File: src/rtl/ntw_pkg.sv
package ntw_pkg;

  localparam int unsigned ValueW      = 31;
  localparam int unsigned WordW       = 5;
  localparam int unsigned GroupW      = 10;
  localparam int unsigned MaxGrpWords = 5;
  localparam int unsigned NumGroups   = 4;

  typedef logic [WordW-1:0]  word_t;
  typedef logic [GroupW-1:0] group_t;

  localparam word_t WORD_ZERO      = 5'd0;
  localparam word_t WORD_TENS_BASE = 5'd18;
  localparam word_t WORD_HUNDRED   = 5'd28;
  localparam word_t WORD_THOUSAND  = 5'd29;
  localparam word_t WORD_MILLION   = 5'd30;
  localparam word_t WORD_BILLION   = 5'd31;

  // Group positions in an item, most significant first.
  localparam logic [1:0] GRP_BIL = 2'd0;
  localparam logic [1:0] GRP_MIL = 2'd1;
  localparam logic [1:0] GRP_THO = 2'd2;
  localparam logic [1:0] GRP_LOW = 2'd3;

  typedef struct packed {
    logic [3:0] hund;
    logic [3:0] tens;
    logic [3:0] units;
    logic [6:0] rest;
  } digits_t;

  typedef struct packed {
    word_t [MaxGrpWords-1:0] w;
    logic [2:0]              cnt;
  } grp_list_t;

  typedef grp_list_t [NumGroups-1:0] item_t;

endpackage

File: src/rtl/ntw_split.sv
module ntw_split (
  input  logic                        clk,
  input  logic                        rst_n,
  input  logic                        adv,
  input  logic                        in_vld,
  input  logic [ntw_pkg::ValueW-1:0]  value,
  output logic                        out_vld,
  output logic [1:0]                  bil,
  output ntw_pkg::group_t             mil,
  output ntw_pkg::group_t             tho,
  output ntw_pkg::group_t             low
);

  localparam logic [30:0] Billion    = 31'd1000000000;
  localparam logic [30:0] TwoBillion = 31'd2000000000;
  localparam logic [29:0] Million    = 30'd1000000;
  localparam logic [19:0] Thousand   = 20'd1000;
  localparam logic [26:0] RecipMil   = 27'd70368745;
  localparam logic [17:0] RecipTho   = 18'd134218;

  logic [5:0]  vld_r;

  logic [30:0] v0_r;

  logic [1:0]  bil1_r, bil1_nxt;
  logic [29:0] r1_1_r, r1_1_nxt;
  logic [30:0] sub1, diff1;

  logic [1:0]  bil2_r;
  logic [29:0] r1_2_r;
  ntw_pkg::group_t mil2_r, mil2_nxt;
  logic [50:0] prod2;

  logic [1:0]  bil3_r;
  ntw_pkg::group_t mil3_r;
  logic [19:0] r2_3_r, r2_3_nxt;
  logic [29:0] prod3, diff3;

  logic [1:0]  bil4_r;
  ntw_pkg::group_t mil4_r, tho4_r, tho4_nxt;
  logic [19:0] r2_4_r;
  logic [34:0] prod4;

  logic [1:0]  bil5_r;
  ntw_pkg::group_t mil5_r, tho5_r, low5_r, low5_nxt;
  logic [19:0] prod5, diff5;

  always_comb begin
    if (v0_r >= TwoBillion) begin
      bil1_nxt = 2'd2;
      sub1     = TwoBillion;
    end else if (v0_r >= Billion) begin
      bil1_nxt = 2'd1;
      sub1     = Billion;
    end else begin
      bil1_nxt = 2'd0;
      sub1     = '0;
    end
    diff1    = v0_r - sub1;
    r1_1_nxt = diff1[29:0];
  end

  always_comb begin
    prod2    = 51'(r1_1_r[29:6]) * 51'(RecipMil);
    mil2_nxt = prod2[49:40];
  end

  always_comb begin
    prod3    = 30'(mil2_r) * Million;
    diff3    = r1_2_r - prod3;
    r2_3_nxt = diff3[19:0];
  end

  always_comb begin
    prod4    = 35'(r2_3_r[19:3]) * 35'(RecipTho);
    tho4_nxt = prod4[33:24];
  end

  always_comb begin
    prod5    = 20'(tho4_r) * Thousand;
    diff5    = r2_4_r - prod5;
    low5_nxt = diff5[9:0];
  end

  always_ff @(posedge clk) begin
    if (!rst_n) begin
      vld_r <= '0;
    end else if (adv) begin
      vld_r <= {vld_r[4:0], in_vld};
    end
  end

  always_ff @(posedge clk) begin
    if (adv) begin
      v0_r   <= value;
      bil1_r <= bil1_nxt;
      r1_1_r <= r1_1_nxt;
      bil2_r <= bil1_r;
      r1_2_r <= r1_1_r;
      mil2_r <= mil2_nxt;
      bil3_r <= bil2_r;
      mil3_r <= mil2_r;
      r2_3_r <= r2_3_nxt;
      bil4_r <= bil3_r;
      mil4_r <= mil3_r;
      r2_4_r <= r2_3_r;
      tho4_r <= tho4_nxt;
      bil5_r <= bil4_r;
      mil5_r <= mil4_r;
      tho5_r <= tho4_r;
      low5_r <= low5_nxt;
    end
  end

  assign out_vld = vld_r[5];
  assign bil     = bil5_r;
  assign mil     = mil5_r;
  assign tho     = tho5_r;
  assign low     = low5_r;

endmodule

File: src/rtl/ntw_digits.sv
module ntw_digits (
  input  logic             clk,
  input  logic             adv,
  input  ntw_pkg::group_t  grp,
  output ntw_pkg::digits_t digits
);

  ntw_pkg::group_t  grp_r;
  logic [3:0]       hund_r, hund_nxt;
  logic [6:0]       d10_r, d10_nxt;
  logic [15:0]      prod_h;
  logic [17:0]      prod_d;
  logic [9:0]       rest_full, units_full;
  logic [6:0]       tens_full;
  ntw_pkg::digits_t digits_r, digits_nxt;

  // Hundreds and tens by reciprocal multiplication, exact for values below 1000.
  always_comb begin
    prod_h   = 16'(grp) * 16'd41;
    prod_d   = 18'(grp) * 18'd205;
    hund_nxt = prod_h[15:12];
    d10_nxt  = prod_d[17:11];
  end

  always_comb begin
    rest_full        = grp_r - 10'(hund_r) * 10'd100;
    tens_full        = d10_r - 7'(hund_r) * 7'd10;
    units_full       = grp_r - 10'(d10_r) * 10'd10;
    digits_nxt.hund  = hund_r;
    digits_nxt.tens  = tens_full[3:0];
    digits_nxt.units = units_full[3:0];
    digits_nxt.rest  = rest_full[6:0];
  end

  always_ff @(posedge clk) begin
    if (adv) begin
      grp_r    <= grp;
      hund_r   <= hund_nxt;
      d10_r    <= d10_nxt;
      digits_r <= digits_nxt;
    end
  end

  assign digits = digits_r;

endmodule

File: src/rtl/ntw_words.sv
module ntw_words (
  input  logic             clk,
  input  logic             rst_n,
  input  logic             adv,
  input  logic             in_vld,
  input  logic [1:0]       bil,
  input  ntw_pkg::digits_t mil,
  input  ntw_pkg::digits_t tho,
  input  ntw_pkg::digits_t low,
  output logic             out_vld,
  output ntw_pkg::item_t   item
);

  logic             vld_r;
  ntw_pkg::item_t   item_r, item_nxt;
  ntw_pkg::digits_t bil_digits;
  logic             all_zero;

  function automatic ntw_pkg::grp_list_t build_list(ntw_pkg::digits_t d,
                                                    ntw_pkg::word_t scale,
                                                    logic has_scale);
    ntw_pkg::grp_list_t l;
    logic [2:0]         n;
    l = '0;
    n = 3'd0;
    if (d.hund != 4'd0) begin
      l.w[n] = ntw_pkg::word_t'(d.hund);
      n      = n + 3'd1;
      l.w[n] = ntw_pkg::WORD_HUNDRED;
      n      = n + 3'd1;
    end
    if (d.rest != 7'd0) begin
      if (d.rest < 7'd20) begin
        l.w[n] = ntw_pkg::word_t'(d.rest);
        n      = n + 3'd1;
      end else begin
        l.w[n] = ntw_pkg::WORD_TENS_BASE + ntw_pkg::word_t'(d.tens);
        n      = n + 3'd1;
        if (d.units != 4'd0) begin
          l.w[n] = ntw_pkg::word_t'(d.units);
          n      = n + 3'd1;
        end
      end
    end
    if (has_scale && (d.hund != 4'd0 || d.rest != 7'd0)) begin
      l.w[n] = scale;
      n      = n + 3'd1;
    end
    l.cnt = n;
    return l;
  endfunction

  always_comb begin
    bil_digits.hund  = 4'd0;
    bil_digits.tens  = 4'd0;
    bil_digits.units = 4'(bil);
    bil_digits.rest  = 7'(bil);
    all_zero = (bil == 2'd0) &&
               (mil.hund == 4'd0) && (mil.rest == 7'd0) &&
               (tho.hund == 4'd0) && (tho.rest == 7'd0) &&
               (low.hund == 4'd0) && (low.rest == 7'd0);
    item_nxt[ntw_pkg::GRP_BIL] = build_list(bil_digits, ntw_pkg::WORD_BILLION, 1'b1);
    item_nxt[ntw_pkg::GRP_MIL] = build_list(mil, ntw_pkg::WORD_MILLION, 1'b1);
    item_nxt[ntw_pkg::GRP_THO] = build_list(tho, ntw_pkg::WORD_THOUSAND, 1'b1);
    item_nxt[ntw_pkg::GRP_LOW] = build_list(low, ntw_pkg::WORD_ZERO, 1'b0);
    if (all_zero) begin
      item_nxt[ntw_pkg::GRP_LOW].w[0] = ntw_pkg::WORD_ZERO;
      item_nxt[ntw_pkg::GRP_LOW].cnt  = 3'd1;
    end
  end

  always_ff @(posedge clk) begin
    if (!rst_n) begin
      vld_r <= 1'b0;
    end else if (adv) begin
      vld_r <= in_vld;
    end
  end

  always_ff @(posedge clk) begin
    if (adv) begin
      item_r <= item_nxt;
    end
  end

  assign out_vld = vld_r;
  assign item    = item_r;

endmodule

File: src/rtl/ntw_serializer.sv
module ntw_serializer (
  input  logic           clk,
  input  logic           rst_n,
  input  logic           item_vld,
  input  ntw_pkg::item_t item,
  output logic           item_take,
  output logic           out_valid,
  input  logic           out_ready,
  output ntw_pkg::word_t out_word_code,
  output logic           out_last_word
);

  logic                           started_r, started_nxt;
  logic [1:0]                     grp_r, grp_nxt;
  logic [2:0]                     slot_r, slot_nxt;
  logic                           out_valid_r;
  ntw_pkg::word_t                 word_r;
  logic                           last_r;
  logic [ntw_pkg::NumGroups-1:0]  nonempty;
  logic [1:0]                     first_grp, cur_grp, nxt_grp;
  logic [2:0]                     cur_slot, slot_inc;
  logic                           has_nxt, grp_end, is_last, emit;
  ntw_pkg::word_t                 cur_word;

  always_comb begin
    first_grp = ntw_pkg::GRP_LOW;
    for (int k = ntw_pkg::NumGroups - 1; k >= 0; k--) begin
      nonempty[k] = (item[k].cnt != 3'd0);
      if (nonempty[k]) begin
        first_grp = 2'(k);
      end
    end
  end

  always_comb begin
    cur_grp  = started_r ? grp_r : first_grp;
    cur_slot = started_r ? slot_r : 3'd0;
    has_nxt  = 1'b0;
    nxt_grp  = cur_grp;
    for (int k = ntw_pkg::NumGroups - 1; k >= 0; k--) begin
      if (2'(k) > cur_grp && nonempty[k]) begin
        has_nxt = 1'b1;
        nxt_grp = 2'(k);
      end
    end
    slot_inc  = cur_slot + 3'd1;
    grp_end   = (slot_inc == item[cur_grp].cnt);
    is_last   = grp_end && !has_nxt;
    cur_word  = item[cur_grp].w[cur_slot];
    emit      = item_vld && (!out_valid_r || out_ready);
    item_take = emit && is_last;
  end

  always_comb begin
    started_nxt = started_r;
    grp_nxt     = grp_r;
    slot_nxt    = slot_r;
    if (emit) begin
      if (is_last) begin
        started_nxt = 1'b0;
        grp_nxt     = ntw_pkg::GRP_BIL;
        slot_nxt    = 3'd0;
      end else if (grp_end) begin
        started_nxt = 1'b1;
        grp_nxt     = nxt_grp;
        slot_nxt    = 3'd0;
      end else begin
        started_nxt = 1'b1;
        grp_nxt     = cur_grp;
        slot_nxt    = slot_inc;
      end
    end
  end

  always_ff @(posedge clk) begin
    if (!rst_n) begin
      started_r   <= 1'b0;
      grp_r       <= ntw_pkg::GRP_BIL;
      slot_r      <= 3'd0;
      out_valid_r <= 1'b0;
    end else begin
      started_r <= started_nxt;
      grp_r     <= grp_nxt;
      slot_r    <= slot_nxt;
      if (emit) begin
        out_valid_r <= 1'b1;
      end else if (out_ready) begin
        out_valid_r <= 1'b0;
      end
    end
  end

  always_ff @(posedge clk) begin
    if (emit) begin
      word_r <= cur_word;
      last_r <= is_last;
    end
  end

  assign out_valid     = out_valid_r;
  assign out_word_code = word_r;
  assign out_last_word = last_r;

endmodule

File: src/rtl/number_to_word_tokens.sv
// Names a 31-bit unsigned value as a run of English word codes, one per output word.
// Input channel: in_valid/in_ready with in_value. A value is taken at a rising edge
// where both are high. Output channel: out_valid/out_ready with out_word_code and
// out_last_word, which is set on the final word of each value's run.
// A value is split into billions, millions, thousands and a low group by a
// pipeline of compares and constant-reciprocal multiplies, then each group into
// digits, then into a word list. The input side is a nine-stage pipeline.
// The output side sends one word per cycle while out_ready stays high; a value has
// from 1 to 16 words, and the next value enters while earlier ones are in flight.
// When out_ready is low the output word holds. The pipeline moves as a whole; it and
// in_ready stall while the word list stage holds a value whose last word is not sent.
// Synchronous active-low reset empties every stage and drops out_valid; no
// memory needs a clearing pass.
module number_to_word_tokens (
  input  logic                        clk,
  input  logic                        rst_n,
  input  logic                        in_valid,
  output logic                        in_ready,
  input  logic [ntw_pkg::ValueW-1:0]  in_value,
  output logic                        out_valid,
  input  logic                        out_ready,
  output logic [ntw_pkg::WordW-1:0]   out_word_code,
  output logic                        out_last_word
);

  logic             adv;
  logic             split_vld, words_vld, item_take;
  logic             vld6_r, vld7_r;
  logic [1:0]       bil5, bil6_r, bil7_r;
  ntw_pkg::group_t  mil5, tho5, low5;
  ntw_pkg::digits_t mil_dig, tho_dig, low_dig;
  ntw_pkg::item_t   item;

  assign adv      = !words_vld || item_take;
  assign in_ready = adv;

  ntw_split u_split (
    .clk     (clk),
    .rst_n   (rst_n),
    .adv     (adv),
    .in_vld  (in_valid),
    .value   (in_value),
    .out_vld (split_vld),
    .bil     (bil5),
    .mil     (mil5),
    .tho     (tho5),
    .low     (low5)
  );

  ntw_digits u_digits_mil (
    .clk    (clk),
    .adv    (adv),
    .grp    (mil5),
    .digits (mil_dig)
  );

  ntw_digits u_digits_tho (
    .clk    (clk),
    .adv    (adv),
    .grp    (tho5),
    .digits (tho_dig)
  );

  ntw_digits u_digits_low (
    .clk    (clk),
    .adv    (adv),
    .grp    (low5),
    .digits (low_dig)
  );

  always_ff @(posedge clk) begin
    if (!rst_n) begin
      vld6_r <= 1'b0;
      vld7_r <= 1'b0;
    end else if (adv) begin
      vld6_r <= split_vld;
      vld7_r <= vld6_r;
    end
  end

  always_ff @(posedge clk) begin
    if (adv) begin
      bil6_r <= bil5;
      bil7_r <= bil6_r;
    end
  end

  ntw_words u_words (
    .clk     (clk),
    .rst_n   (rst_n),
    .adv     (adv),
    .in_vld  (vld7_r),
    .bil     (bil7_r),
    .mil     (mil_dig),
    .tho     (tho_dig),
    .low     (low_dig),
    .out_vld (words_vld),
    .item    (item)
  );

  ntw_serializer u_serializer (
    .clk           (clk),
    .rst_n         (rst_n),
    .item_vld      (words_vld),
    .item          (item),
    .item_take     (item_take),
    .out_valid     (out_valid),
    .out_ready     (out_ready),
    .out_word_code (out_word_code),
    .out_last_word (out_last_word)
  );

endmodule

File: config.mk
export PLATFORM = sky130hd
export DESIGN_NAME = number_to_word_tokens
export DESIGN_NICKNAME = d
export VERILOG_FILES = /design/src/rtl/ntw_pkg.sv /design/src/rtl/ntw_split.sv /design/src/rtl/ntw_digits.sv /design/src/rtl/ntw_words.sv /design/src/rtl/ntw_serializer.sv /design/src/rtl/number_to_word_tokens.sv
export SDC_FILE = /design/constraint.sdc
export NUM_CORES = 2
export LEC_CHECK = 0
export BUFFER_PORTS_ARGS = -buffer_cell sky130_fd_sc_hd__buf_2
export CORE_AREA = 2 2 249 251
export DETAILED_ROUTE_END_ITERATION = 6
export DIE_AREA = 0 0 251 253
export GPL_TIMING_DRIVEN = 1
export PLACE_DENSITY_LB_ADDON = 0.2
export SLEW_MARGIN = 20
export SYNTH_ARGS = -nofsm -noshare
export SYNTH_HDL_FRONTEND = slang
export SYNTH_SLANG_ARGS = --single-unit
export TNS_END_PERCENT = 20
File: constraint.sdc
create_clock -name clk -period 7 [get_ports clk]
set_input_delay 1.4 -clock clk [delete_from_list [all_inputs] [get_ports clk]]
set_output_delay 1.4 -clock clk [all_outputs]
set_load 0.03 [all_outputs]
==> flow_summary_export.csv <==
group,metric,value,unit
worst_setup_path,cp_slowest_cell,"fa_1",
cts,cts_tree,"yes",
placement,portBuffers,42,
drt,num_vias,22500,
sta,slew_headroom,27.4,%
logic_synthesis,synth-edff-count,374,
global_routing,grt_pass1_vias,24100,
sta,worstMarginPinSlew,1.09,ns
cts,cts_inserted_buffers,43,
global_routing,grt_max_degree,182,
global_routing,grt_pass1_wl,123000,µm
drt,drc,0,
placement,dp_hpwl,60700,µm
worst_setup_path,critical_path_class,"register to register",
drt,wl,73800,µm
sta,hold_viol_final,0,
worst_setup_path,r2r_cells,21,
worst_setup_path,required,7.31,ns
logic_synthesis,synth-async-reset-ratio,0,%
flow_run,timing.max_cap.violations,0,
logic_synthesis,synth_warnings,0,
placement,placedCellCount,4012,
final_layout,drive_gt1_share,5.59,%
sta,setup_tns,0,ns
sta,timing.final.ws_setup,0.305,ns
floorplan,die_area,0.0635,mm²
worst_setup_path,critPathMaxStageDelay,0.57,ns
placement,pre_cts_slack,0.129,ns
cts,clk_latency,0.58,ns
min_path,hold_depth,0,
logic_synthesis,ys_ff_latch,390,
cts,cts.clk_slew.worst_paths,0.07,ns
cts,htreeDepth,2,
final_layout,antenna_cells,0,
drt,via_per_inst,5.48,
sta,fin_crit_sh,95.6,%
cts,cts_max_path_buffers,3,
worst_setup_path,start_kind,"register",
global_routing,grt_antenna_before_repair,0,
sta,clock_skew,0.0212,ns
cts,cts_sinks,390,
logic_synthesis,synth.distinct_cells,82,
placement,place_congestion,0.935,
logic_synthesis,synth.net_count,4243,
floorplan,start_util,59.1,%
logic_synthesis,synth.avg_cell_area,11.4,µm²
cts,cts-hold-fix-buffers,0,
floorplan,die_x,251,µm
run_status,status,"finished, final reports clean",
worst_setup_path,path_cells,"fa_1 -> inv_1 -> fa_1 -> inv_1 -> fa_1 -> fa_1 -> fa_1 -> fa_1 -> inv_1 -> fa_1 -> inv_1 -> ha_1 -> and4_1 -> nand2_1 -> nor2_1 -> nor4bb_2 -> a32oi_2 -> o21ai_2 -> o311a_1 -> nor2_1 -> xnor2_1",
floorplan,rows,91,
sta,drv_slew,0,
final_layout,nets,4344,
worst_setup_path,worst_path_most_repeated_cell,"fa_1",
logic_synthesis,ys_seq_area_share,32.0,%
floorplan,coreArea,0.0610,mm²
floorplan,io_pins,43,
logic_synthesis,synthCells,3172,
worst_setup_path,path_max_fanout,5,
drt,routedWlPerCell,18.0,µm
floorplan,die_h,253,µm
cts,root_buffer,"clkbuf_16",
worst_setup_path,path_buf_inv,4,
min_path,min_path_type,"register to register",
logic_synthesis,synth_ff_type,"edfxtp_1",
worst_setup_path,r2r_setup_slack,0.31,ns
final_layout,syn_to_final_growth,7.81,%
worst_setup_path,cp-end-kind,"register",
sta,setup_viol,0,
final_layout,final_cells,4097,
worst_setup_path,worst-path-stages,21,
logic_synthesis,netlist_area,0.0361,mm²
global_routing,grt_use_total,24.5,%
global_routing,grt_overflow,0,
sta,fmax,149,MHz
drt,drt_iter0_drc,1312,
drt,first_pass_iters,5,
sta,min_period,6.69,ns
worst_setup_path,arrival,7.01,ns
worst_setup_path,path_delay_family,"adder cells",
drt,ant_nets,0,
metrics by stage:
step                util [%]  hold WS, ns  cell area, µm²
floorplan                  -        0.400           36100
global placement        61.4        0.401           37400
detailed placement      61.4        0.405           37400
CTS                     63.6        0.419           38800
global route            63.8        0.425           38900
finish                  63.8        0.418           38900
sequential cells by signal (all words and copies together), names as in the netlist, 7 cells and up:
signal and cells:
u_split.mil3_r 10, u_digits_tho.digits 18, u_split.mil2_r 10, u_split.v0_r 31
u_digits_low.digits 18, u_split.r1_1_r 30, u_digits_tho.grp_r 7, u_split.mil 10
u_split.mil4_r 10, u_split.tho4_r 10, u_split.low 10, u_digits_mil.grp_r 7
u_split.tho 10, u_split.r2_3_r 20, u_split.r2_4_r 10, u_digits_low.grp_r 7
u_words.item 74, u_digits_mil.digits 18, u_split.r1_2_r 20
cells by family after synthesis:
logic type      count (synthesis)  synth area share (%)
compound gates                383                  7.08
xor+xnor                      147                  3.57
fa+ha+maj                    1036                  43.0
buf+inv                       796                  8.32
flops                         390                  32.0
mux                            27                 0.752
other cells                     1                0.0104
simple gates                  392                  5.24
final timing paths:
| check | endpoint | startpoint |
|---|---|---|
| worst max-delay path | u_split.mil2_r[7] | u_split.r1_1_r[29] |
| worst min-delay path | u_split.mil[0] | u_split.mil4_r[0] |
| worst max register to register | u_split.mil2_r[7] | u_split.r1_1_r[29] |
| worst min register to register | u_split.mil[0] | u_split.mil4_r[0] |
per-layer routing:
layer	routed length (µm)	track usage, %	up-vias	share of wire, %
met3	3430	3.26	115	4.7
met2	35600	41.5	466	48
met5	0	0	-	0
met4	1950	6.72	0	2.6
li1	-	-	10800	-
met1	32800	33.2	11100	44
layout by cell type, fill, tap and decap left out, types with 27 or more instances in the layout:
master	count
fa_1	340
inv_1	774
clkbuf_16	43
xor2_1	31
nand2_1	103
edfxtp_1	374
a21oi_1	100
ha_1	694
xnor2_1	116
nor3_1	27
buf_4	32
a21o_1	48
o21ai_0	66
buf_2	42
nor2_1	114
what timing repair did:
| item | 4_1_cts | 5_1_grt |
|---|---|---|
| gates resized for setup | 0 | 7 |
| buffers inserted | 0 | 6 |
| endpoints found under the setup margin | 0 | 4 |
synth_stat cells (15+ instances only):
| cell type | number | area (µm²) |
|---|---|---|
| dfxtp_1 | 16 | 320 |
| mux2i_1 | 26 | 260 |
| a21oi_1 | 101 | 505 |
| fa_1 | 341 | 6830 |
| xnor2_1 | 116 | 1020 |
| a21o_1 | 48 | 360 |
| nor3_1 | 27 | 135 |
| nor2_1 | 115 | 432 |
| and3_1 | 22 | 138 |
| edfxtp_1 | 374 | 11200 |
| nand2_1 | 103 | 387 |
| ha_1 | 695 | 8700 |
| o21ai_0 | 67 | 335 |
| nor2b_1 | 25 | 156 |
| inv_1 | 774 | 2910 |
| nand3_1 | 23 | 115 |
| xor2_1 | 31 | 272 |
| a211oi_1 | 15 | 113 |
cell type report:
class	count	area, µm²
clock buffer	53	1130
clock inverter	26	258
fill	4830	22100
inverter	776	2910
multi-input combinational	1986	21600
sequential	390	11600
tap	790	988
timing repair buffer	76	490
Power is not shown: default switching activity piles up to over one toggle a cycle in this logic, so the estimate is an artifact.
